## config.mk

```make
export PLATFORM = sky130hd
export DESIGN_NAME = hevc_chroma_dequant_idct4_recon_top
export DESIGN_NICKNAME = d
export VERILOG_FILES = /design/src/rtl/hcdq_pkg.sv /design/src/rtl/hcdq_mac.sv /design/src/rtl/hevc_chroma_dequant_idct4_recon_top.sv
export SDC_FILE = /design/constraint.sdc
export NUM_CORES = 2
export LEC_CHECK = 0
export BUFFER_PORTS_ARGS = -buffer_cell sky130_fd_sc_hd__buf_2
export CAP_MARGIN = 0
export CORE_MARGIN = 2
export CORE_UTILIZATION = 50
export DETAILED_ROUTE_END_ITERATION = 7
export PLACE_DENSITY = 0.62
export SLEW_MARGIN = 15
export SYNTH_ARGS = -nofsm -noshare
export SYNTH_HDL_FRONTEND = slang
export SYNTH_SLANG_ARGS = --single-unit
```

## constraint.sdc

```tcl
create_clock -name i_clk -period 14.4 [get_ports i_clk]
set_input_delay 0.72 -clock i_clk [delete_from_list [all_inputs] [get_ports i_clk]]
set_output_delay 0.72 -clock i_clk [all_outputs]
set_load 0.01 [all_outputs]
```

## src/rtl/hcdq_pkg.sv

```systemverilog
`timescale 1ns / 1ps
// ----------------------------------------------------------------------------
// hcdq_pkg
// Shared types, constants and small tables for the chroma dequant,
// 4x4 inverse transform and reconstruction block.
// ----------------------------------------------------------------------------
package hcdq_pkg;

    // field widths
    localparam int DATA_W  = 16;
    localparam int PROD_W  = 32;
    localparam int ACC_W   = 26;
    localparam int WIDE_W  = 40;
    localparam int PRED_W  = 8;
    localparam int POS_W   = 4;
    localparam int QPH_W   = 4;
    localparam int QPL_W   = 3;
    localparam int BLK     = 16;

    // dequant constants
    localparam logic [QPH_W-1:0] QP_SHIFT_PIVOT = 4'd5;
    localparam logic signed [DATA_W-1:0] CLIP10_MAX = 16'sd511;
    localparam logic signed [DATA_W-1:0] CLIP10_MIN = -16'sd512;

    // transform shifts
    localparam int VERT_SHIFT  = 7;
    localparam int HORIZ_SHIFT = 12;

    // configuration register indexes
    localparam logic CFG_QP_HIGH = 1'b0;
    localparam logic CFG_QP_LOW  = 1'b1;

    // control toward the shared multiply-accumulate unit
    typedef struct packed {
        logic clr;    // load rounding constant into accumulator
        logic acc;    // add last product into accumulator
        logic horiz;  // horizontal pass rounding
    } t_mac_ctl;

    // level scale for qp modulo six, codes above five reuse the top entry
    function automatic logic [6:0] level_scale(input logic [QPL_W-1:0] sel);
        logic [6:0] v;
        case (sel)
            3'd0:    v = 7'd40;
            3'd1:    v = 7'd45;
            3'd2:    v = 7'd51;
            3'd3:    v = 7'd57;
            3'd4:    v = 7'd64;
            default: v = 7'd72;
        endcase
        return v;
    endfunction

    // 4-point inverse transform matrix, output k by input tap j
    function automatic logic signed [7:0] idct_coef(input logic [1:0] k,
                                                    input logic [1:0] j);
        logic signed [7:0] v;
        unique case ({k, j})
            4'h0, 4'h2, 4'h4, 4'h8, 4'hc, 4'he: v = 8'sd64;
            4'h6, 4'ha:                         v = -8'sd64;
            4'h1, 4'hb:                         v = 8'sd83;
            4'h7, 4'hd:                         v = -8'sd83;
            4'h3, 4'h5:                         v = 8'sd36;
            4'h9, 4'hf:                         v = -8'sd36;
            default:                            v = 8'sd0;
        endcase
        return v;
    endfunction

    // saturate a wide signed value to 16 bits
    function automatic logic signed [DATA_W-1:0] sat16(input logic signed [WIDE_W-1:0] x);
        logic signed [DATA_W-1:0] v;
        if (x > 40'sd32767) begin
            v = 16'sh7fff;
        end else if (x < -40'sd32768) begin
            v = 16'sh8000;
        end else begin
            v = x[DATA_W-1:0];
        end
        return v;
    endfunction

endpackage

```

## src/rtl/hcdq_mac.sv

```systemverilog
`timescale 1ns / 1ps
// ----------------------------------------------------------------------------
// hcdq_mac
// Shared signed 16x16 multiplier with a registered product and a
// rounding-preloaded accumulator, used for dequant and both transform passes.
// ----------------------------------------------------------------------------
module hcdq_mac
    import hcdq_pkg::*;
(
    input  logic                     i_clk,
    input  t_mac_ctl                 i_ctl,
    input  logic signed [DATA_W-1:0] i_a,
    input  logic signed [DATA_W-1:0] i_b,
    output logic signed [PROD_W-1:0] o_prod,
    output logic signed [ACC_W-1:0]  o_sum
);

    logic signed [PROD_W-1:0] r_prod;
    logic signed [ACC_W-1:0]  r_acc;
    logic signed [ACC_W-1:0]  w_rnd;

    // rounding constant for the pass in progress
    assign w_rnd = i_ctl.horiz ? (ACC_W'(1) <<< (HORIZ_SHIFT - 1))
                               : (ACC_W'(1) <<< (VERT_SHIFT - 1));

    // product register
    always_ff @(posedge i_clk) begin
        r_prod <= i_a * i_b;
    end

    // accumulator
    always_ff @(posedge i_clk) begin
        if (i_ctl.clr) begin
            r_acc <= w_rnd;
        end else if (i_ctl.acc) begin
            r_acc <= r_acc + r_prod[ACC_W-1:0];
        end
    end

    assign o_prod = r_prod;
    assign o_sum  = r_acc + r_prod[ACC_W-1:0];

endmodule

```

## src/rtl/hevc_chroma_dequant_idct4_recon_top.sv

```systemverilog
`timescale 1ns / 1ps
// ----------------------------------------------------------------------------
// hevc_chroma_dequant_idct4_recon_top
// Chroma 4x4 dequantization, vertical and horizontal inverse transform and
// reconstruction, built around one shared multiply-accumulate unit.
//
//  channel  | direction | handshake              | payload
//  ---------+-----------+------------------------+---------------------------
//  input    | in        | i_in_valid / o_in_ready| i_coef, i_weight, i_pred
//  output   | out       | o_out_valid/i_out_ready| o_recon, o_position, o_last
//  config   | in        | i_cfg_we               | i_cfg_idx, i_cfg_data
//
//  each load passes the weight scale, coefficient product and shift steps
//  through the shared multiplier; ready is low meanwhile
//  after the sixteenth load the vertical pass computes all sixteen mid
//  values, then each output sample runs its horizontal taps and is held
//  for its transfer; every step shares the single multiplier
//  a stall on the output channel holds the sequencer on the pending sample
//  reset is synchronous active low; stores need no clearing
// ----------------------------------------------------------------------------
module hevc_chroma_dequant_idct4_recon_top
    import hcdq_pkg::*;
(
    input  logic                     i_clk,
    input  logic                     i_rst_n,
    // input channel
    input  logic                     i_in_valid,
    output logic                     o_in_ready,
    input  logic signed [DATA_W-1:0] i_coef,
    input  logic signed [DATA_W-1:0] i_weight,
    input  logic [PRED_W-1:0]        i_pred,
    // output channel
    output logic                     o_out_valid,
    input  logic                     i_out_ready,
    output logic [PRED_W-1:0]        o_recon,
    output logic [POS_W-1:0]         o_position,
    output logic                     o_last,
    // configuration
    input  logic                     i_cfg_we,
    input  logic                     i_cfg_idx,
    input  logic [QPH_W-1:0]         i_cfg_data
);

    typedef enum logic [8:0] {
        S_IDLE  = 9'b000000001,
        S_SCALE = 9'b000000010,
        S_PROD  = 9'b000000100,
        S_SHIFT = 9'b000001000,
        S_VMAC  = 9'b000010000,
        S_VEND  = 9'b000100000,
        S_HMAC  = 9'b001000000,
        S_HEND  = 9'b010000000,
        S_OWAIT = 9'b100000000
    } t_state;

    t_state r_state, n_state;

    logic [QPH_W-1:0] r_qp_high;
    logic [QPL_W-1:0] r_qp_low;
    logic [POS_W-1:0] r_load_count, n_load_count;
    logic [1:0]       r_grp, n_grp;
    logic [1:0]       r_k, n_k;
    logic [1:0]       r_tap, n_tap;

    logic signed [DATA_W-1:0] r_coef;
    logic signed [DATA_W-1:0] r_weight;

    logic signed [DATA_W-1:0] r_coef_store [BLK];
    logic signed [DATA_W-1:0] r_mid_store  [BLK];
    logic [PRED_W-1:0]        r_pred_store [BLK];

    logic              r_out_valid, n_out_valid;
    logic [PRED_W-1:0] r_recon;
    logic [POS_W-1:0]  r_position;
    logic              r_last;

    t_mac_ctl                 w_ctl;
    logic signed [DATA_W-1:0] w_mul_a, w_mul_b;
    logic signed [PROD_W-1:0] w_prod;
    logic signed [ACC_W-1:0]  w_sum;

    logic                     w_in_xfer, w_out_xfer;
    logic                     w_qp_big;
    logic signed [DATA_W-1:0] w_coef_clip;
    logic signed [DATA_W-1:0] w_dq;
    logic signed [DATA_W-1:0] w_vert, w_horiz;
    logic [PRED_W-1:0]        w_recon;

    assign w_in_xfer  = i_in_valid && o_in_ready;
    assign w_out_xfer = r_out_valid && i_out_ready;
    assign w_qp_big   = r_qp_high > QP_SHIFT_PIVOT;

    // shared multiply-accumulate unit
    hcdq_mac u_mac (
        .i_clk  (i_clk),
        .i_ctl  (w_ctl),
        .i_a    (w_mul_a),
        .i_b    (w_mul_b),
        .o_prod (w_prod),
        .o_sum  (w_sum)
    );

    // coefficient clip for large qp
    always_comb begin
        w_coef_clip = r_coef;
        if (w_qp_big) begin
            if (r_coef > CLIP10_MAX) begin
                w_coef_clip = CLIP10_MAX;
            end else if (r_coef < CLIP10_MIN) begin
                w_coef_clip = CLIP10_MIN;
            end
        end
    end

    // multiplier operand and accumulator control
    always_comb begin
        w_mul_a   = r_weight;
        w_mul_b   = DATA_W'(level_scale(r_qp_low));
        w_ctl.clr   = 1'b0;
        w_ctl.acc   = 1'b0;
        w_ctl.horiz = 1'b0;
        unique case (r_state)
            S_PROD: begin
                w_mul_a = w_coef_clip;
                w_mul_b = w_prod[DATA_W-1:0];
            end
            S_VMAC: begin
                w_mul_a   = r_coef_store[{r_tap, r_grp}];
                w_mul_b   = DATA_W'(idct_coef(r_k, r_tap));
                w_ctl.clr = (r_tap == 2'd0);
                w_ctl.acc = (r_tap != 2'd0);
            end
            S_HMAC: begin
                w_mul_a     = r_mid_store[{r_grp, r_tap}];
                w_mul_b     = DATA_W'(idct_coef(r_k, r_tap));
                w_ctl.clr   = (r_tap == 2'd0);
                w_ctl.acc   = (r_tap != 2'd0);
                w_ctl.horiz = 1'b1;
            end
            S_HEND: begin
                w_ctl.horiz = 1'b1;
            end
            default: begin
            end
        endcase
    end

    // dequant shift and saturation
    always_comb begin
        logic signed [WIDE_W-1:0]   wide;
        logic signed [PROD_W:0]     rsum;
        logic [QPH_W-1:0]           sh;
        wide = WIDE_W'(w_prod);
        rsum = (PROD_W + 1)'(w_prod);
        sh   = 4'd0;
        if (w_qp_big) begin
            sh   = r_qp_high - QP_SHIFT_PIVOT;
            wide = wide <<< sh;
        end else begin
            sh = QP_SHIFT_PIVOT - r_qp_high;
            if (r_qp_high < QP_SHIFT_PIVOT) begin
                rsum = rsum + ((PROD_W + 1)'(1) <<< (sh - 4'd1));
            end
            rsum = rsum >>> sh;
            wide = WIDE_W'(rsum);
        end
        w_dq = sat16(wide);
    end

    // transform pass outputs and reconstruction
    always_comb begin
        logic signed [ACC_W-1:0] vs, hs;
        logic signed [17:0]      sum;
        vs      = w_sum >>> VERT_SHIFT;
        hs      = w_sum >>> HORIZ_SHIFT;
        w_vert  = sat16(WIDE_W'(vs));
        w_horiz = sat16(WIDE_W'(hs));
        sum     = $signed({10'd0, r_pred_store[{r_grp, r_k}]}) + 18'(w_horiz);
        if (sum < 18'sd0) begin
            w_recon = 8'd0;
        end else if (sum > 18'sd255) begin
            w_recon = 8'd255;
        end else begin
            w_recon = sum[PRED_W-1:0];
        end
    end

    // sequencer next state
    always_comb begin
        n_state      = r_state;
        n_load_count = r_load_count;
        n_grp        = r_grp;
        n_k          = r_k;
        n_tap        = r_tap;
        n_out_valid  = r_out_valid;
        unique case (r_state)
            S_IDLE: begin
                if (w_in_xfer) begin
                    n_state = S_SCALE;
                end
            end
            S_SCALE: begin
                n_state = S_PROD;
            end
            S_PROD: begin
                n_state = S_SHIFT;
            end
            S_SHIFT: begin
                n_load_count = r_load_count + 4'd1;
                n_grp        = 2'd0;
                n_k          = 2'd0;
                n_tap        = 2'd0;
                n_state      = (r_load_count == 4'd15) ? S_VMAC : S_IDLE;
            end
            S_VMAC: begin
                n_tap = r_tap + 2'd1;
                if (r_tap == 2'd3) begin
                    n_state = S_VEND;
                end
            end
            S_VEND: begin
                n_k     = r_k + 2'd1;
                n_state = S_VMAC;
                if (r_k == 2'd3) begin
                    n_grp = r_grp + 2'd1;
                    if (r_grp == 2'd3) begin
                        n_state = S_HMAC;
                    end
                end
            end
            S_HMAC: begin
                n_tap = r_tap + 2'd1;
                if (r_tap == 2'd3) begin
                    n_state = S_HEND;
                end
            end
            S_HEND: begin
                n_out_valid = 1'b1;
                n_state     = S_OWAIT;
            end
            S_OWAIT: begin
                if (w_out_xfer) begin
                    n_out_valid = 1'b0;
                    n_k         = r_k + 2'd1;
                    n_state     = S_HMAC;
                    if (r_k == 2'd3) begin
                        n_grp = r_grp + 2'd1;
                        if (r_grp == 2'd3) begin
                            n_state = S_IDLE;
                        end
                    end
                end
            end
            default: begin
                n_state = S_IDLE;
            end
        endcase
    end

    // control registers
    always_ff @(posedge i_clk) begin
        if (!i_rst_n) begin
            r_state      <= S_IDLE;
            r_load_count <= '0;
            r_grp        <= '0;
            r_k          <= '0;
            r_tap        <= '0;
            r_out_valid  <= 1'b0;
        end else begin
            r_state      <= n_state;
            r_load_count <= n_load_count;
            r_grp        <= n_grp;
            r_k          <= n_k;
            r_tap        <= n_tap;
            r_out_valid  <= n_out_valid;
        end
    end

    // configuration registers
    always_ff @(posedge i_clk) begin
        if (!i_rst_n) begin
            r_qp_high <= '0;
            r_qp_low  <= '0;
        end else if (i_cfg_we) begin
            unique case (i_cfg_idx)
                CFG_QP_HIGH: r_qp_high <= i_cfg_data;
                CFG_QP_LOW:  r_qp_low  <= i_cfg_data[QPL_W-1:0];
                default:     r_qp_low  <= r_qp_low;
            endcase
        end
    end

    // input capture and stores
    always_ff @(posedge i_clk) begin
        if (w_in_xfer) begin
            r_coef                     <= i_coef;
            r_weight                   <= i_weight;
            r_pred_store[r_load_count] <= i_pred;
        end
        if (r_state == S_SHIFT) begin
            r_coef_store[r_load_count] <= w_dq;
        end
        if (r_state == S_VEND) begin
            r_mid_store[{r_k, r_grp}] <= w_vert;
        end
    end

    // output payload register
    always_ff @(posedge i_clk) begin
        if (r_state == S_HEND) begin
            r_recon    <= w_recon;
            r_position <= {r_grp, r_k};
            r_last     <= (r_grp == 2'd3) && (r_k == 2'd3);
        end
    end

    assign o_in_ready  = (r_state == S_IDLE);
    assign o_out_valid = r_out_valid;
    assign o_recon     = r_recon;
    assign o_position  = r_position;
    assign o_last      = r_last;

endmodule

```

==> impl_metrics.csv <==
group,metric,value,unit
outcome,status,"complete, no violations",
drt,ant_nets,0,
power_and_ir_drop,p_sw,3.222,mW
floorplanning,fp.dieH,310.9,microns
clock_tree,clkSinkCount,774,
yosys,syn_area_per_cell,12.37,sq um
clock_tree,cts_tree,"yes",
floorplanning,die-area,96630,sq um
setup_path,max_stage_delay,0.86,ns
floorplanning,core-area,93330,sq um
power_and_ir_drop,leakage,19.44,nW
global_routing,grt_max_degree,66,
global_routing,gr-usage-all-layers,27.68,%
floorplanning,fp.dieW,310.9,microns
setup_path,worstPathMaxFanout,42,
setup_path,critPathLaunch,"r_grp[0]$_SDFFE_PN0P_",
sta,fmaxAchievable,94.77,MHz
cells_and_area,drive_above_1_share,14.67,%
clock_tree,clockBufferDepth,3,
yosys,synth-edff-count,711,
yosys,synth_cell_type_count,94,
floorplanning,start_util,50.45,%
yosys,synthSimpleGateAreaFrac,10.48,%
cells_and_area,fin_nets,4346,
yosys,ys_ff_latch,774,
place,place_hpwl,93470,microns
clock_tree,htreeDepth,3,
sta,fin_ws,3.848,ns
clock_tree,cts_root_buf,"clkbuf_16",
flow_run,cap_violations,0,
clock_tree,post_cts_buffers,0,
setup_path,required,14.98,ns
yosys,ys_warn_count,0,
sta,worst_pin_slew,1.233,ns
setup_path,critPathKind,"reg2reg",
setup_path,r2r_start,"r_grp[0]$_SDFFE_PN0P_",
floorplanning,num_rows,112,
setup_path,cp_slowest_cell,"dfxtp_4",
min_path,hp-class,"in2reg",
cells_and_area,area_delta_synth_final,9.897,%
drt,first_pass_iters,6,
yosys,synth_compound_gate_area_share,8.387,%
yosys,synth_cells,3805,
sta,tns,0,ns
power_and_ir_drop,share_comb_of_total_power,37.7,%
yosys,synth_area,47080,sq um
sta,hold_viol_final,0,
clock_tree,insertion_delay,0.65,ns
yosys,ys_seq_area_share,48.03,%
yosys,synth_xor_area_share,1.953,%
clock_tree,hold_buffers,0,
global_routing,grt_pass1_vias,31230,
clock_tree,cts_made_buffers,82,
drt,wirelength,132900,microns
sta,rsz0062_at_grt,"no",
power_and_ir_drop,p_int,5.273,mW
clock_tree,clk_pin_slew_worst_paths,0.06,ns
drt,viasPerCell,6.024,
drt,vias,31270,
sta,min_period,10.55,ns
yosys,synth_flop_cell,"edfxtp_1",
cells_and_area,utilization,55.44,%
yosys,synth_top_family_by_area,"adder cells",
global_routing,grt_pass1_wl,201300,microns
min_path,min-delay-start,"i_coef[9]",
power_and_ir_drop,clock_power_share,23.5,%
sta,holdWs,0.2492,ns
place,place.gp.congestion,0.9860,
global_routing,antenna_found_initial,5,
power_and_ir_drop,vdd.ir_drop.worst,0.1225,mV
sta,relSlewSlack,17.25,%
sta,fin_crit_sh,73.28,%
power_and_ir_drop,power_frac_seq,38.8,%
yosys,synth_fa_ha_area_share,15.52,%
floorplanning,ioPinCount,65,
place,dp_worst_setup_slack,3.754,ns
place,portBuffers,64,
yosys,syn_nets,4280,
setup_path,cp.arrival,11.13,ns
drt,wire_per_inst,25.60,microns
drt,drt_iter0_markers,3444,
setup_path,start_kind,"register",
power_and_ir_drop,p_sw_share,37.93,%
sta,finalMaxSlewViolations,0,
setup_path,worst_path_most_repeated_cell,"fa_1",
power_and_ir_drop,powerDensity,164.2,nW/um^2
cells_and_area,fill_cells,7795,
yosys,muxShareOfSynthArea,11.02,%
global_routing,grt_overflow,0,
sta,clock_skew,0.04653,ns
clock_tree,cts_resized,0,
sta,setup_viol,0,
setup_path,end_kind,"register",
yosys,synthArstFlopShare,0,%
drt,drc,0,
-- through the flow --
step	area (sq um)	instances	power, mW
detailed placement	49190	5041	6.477
global route	51730	5187	8.925
floorplan	47080	3805	5.284
finish	51740	5191	8.494
CTS	51720	5187	8.480
global placement	49180	5041	6.457
-- routing by layer --
layer / global-route usage (%) / vias to the layer above / share of wire, % / routed length, microns
met5: 0 / - / 0 / 0
met4: 8.147 / 0 / 2.8 / 3695
met3: 5.539 / 210 / 9.0 / 12000
met2: 43.11 / 1436 / 46 / 61340
met1: 39.63 / 15780 / 42 / 55840
li1: - / 13840 / - / -
-- cells by family after synthesis --
group                    count (synthesis)
AND/OR/NAND/NOR                       1057
buffers and inverters                  568
XOR/XNOR                               105
AO/OA/AOI/OAI                          599
adder cells (fa/ha/maj)                425
multiplexers                           277
flip-flops                             774
-- final timing paths --
check | to | slack, ns | cells after the start
setup / recovery | u_mac.o_prod[30]$_DFF_P_ | 3.85 | 32
hold / removal | r_coef[9]$_DFFE_PP_ | 0.25 | 1
setup reg to reg | u_mac.o_prod[30]$_DFF_P_ | 3.85 | 32
hold reg to reg | r_state[2]$_SDFFE_PN0P_ | 0.50 | 1
-- synth_stat cells (43+ instances only) --
cell        n  area, sq um
edfxtp_1  711        21350
inv_1     380         1426
nor2_1    330         1239
nand2_1   318         1194
fa_1      265         5305
mux4_2    191         4302
a21oi_1   167        835.8
ha_1      160         2002
clkbuf_1  120        450.4
o21ai_0   119        595.6
nand3_1    77        385.4
mux2i_1    69        690.7
xnor2_1    69        604.3
nand2b_1   65        406.6
dfxtp_1    63         1261
and3_1     53        331.6
and2_1     49        306.5
a21o_1     43        322.8
-- cell type report --
class                   count  area, sq um  area share, %
flip-flops and latches    774        22630          43.74
multi-input cells        2463        22470          43.42
clock buffers             104         2218          4.288
well taps                1254         1569          3.032
inverters                 385         1445          2.793
repair buffers            165         1091          2.109
clock inverters            42        309.0         0.5973
diodes                      4        10.01        0.01935
-- power by group through the flow --
| stage | Combinational (mW) | Sequential, mW | Clock [mW] |
|---|---|---|---|
| 3_3_place_gp | 3.13 | 3.33 | 0 |
| 3_5_place_dp | 3.15 | 3.33 | 0 |
| 5_1_grt | 3.52 | 3.29 | 2.12 |
| 4_1_cts | 3.17 | 3.28 | 2.03 |
| 6_report | 3.20 | 3.29 | 2.00 |
| 2_1_floorplan | 2.07 | 3.22 | 0 |
-- worst max-delay path, delay by kind of cell, from the launching register on --
kind | cells | cell delay, ns
XOR/XNOR | 1 | 0.14
AO/OA/AOI/OAI | 12 | 3.50
AND/OR/NAND/NOR | 6 | 1.06
buffers and inverters | 5 | 0.89
flip-flops | 1 | 0.86
multiplexers | 1 | 0.58
adder cells (fa/ha/maj) | 7 | 3.36
-- placed cells by master, fill, tap and decap left out, types with 25 or more instances in the layout --
cell	n
clkbuf_16	85
fa_1	265
nor2b_1	27
xor2_1	35
nor2_1	317
mux4_2	191
inv_1	380
ha_1	160
mux2i_1	69
nand2b_1	65
edfxtp_1	711
o21ai_0	104
or2_2	25
nor3_1	36
a211oi_1	32
a21o_1	43
and3_1	53
xnor2_1	66
a31oi_1	28
a21oi_1	165
nand2_1	318
nand3_1	77
and2_1	49
o211ai_1	26
buf_2	64
dfxtp_1	56
buf_4	100
-- flip-flops by register name, summed over array words and instances (netlist names), 2 cells and up, named ones only --
| register | flops |
|---|---|
| o_position | 4 |
| o_recon | 8 |
| r_coef | 16 |
| r_coef_store | 256 |
| r_grp | 2 |
| r_k | 2 |
| r_load_count | 4 |
| r_mid_store | 256 |
| r_pred_store | 128 |
| r_qp_high | 4 |
| r_qp_low | 3 |
| r_state | 9 |
| r_tap | 2 |
| r_weight | 16 |
| u_mac.o_prod | 32 |
| u_mac.r_acc | 26 |
Note: power is estimated with default switching activity, not from simulation.
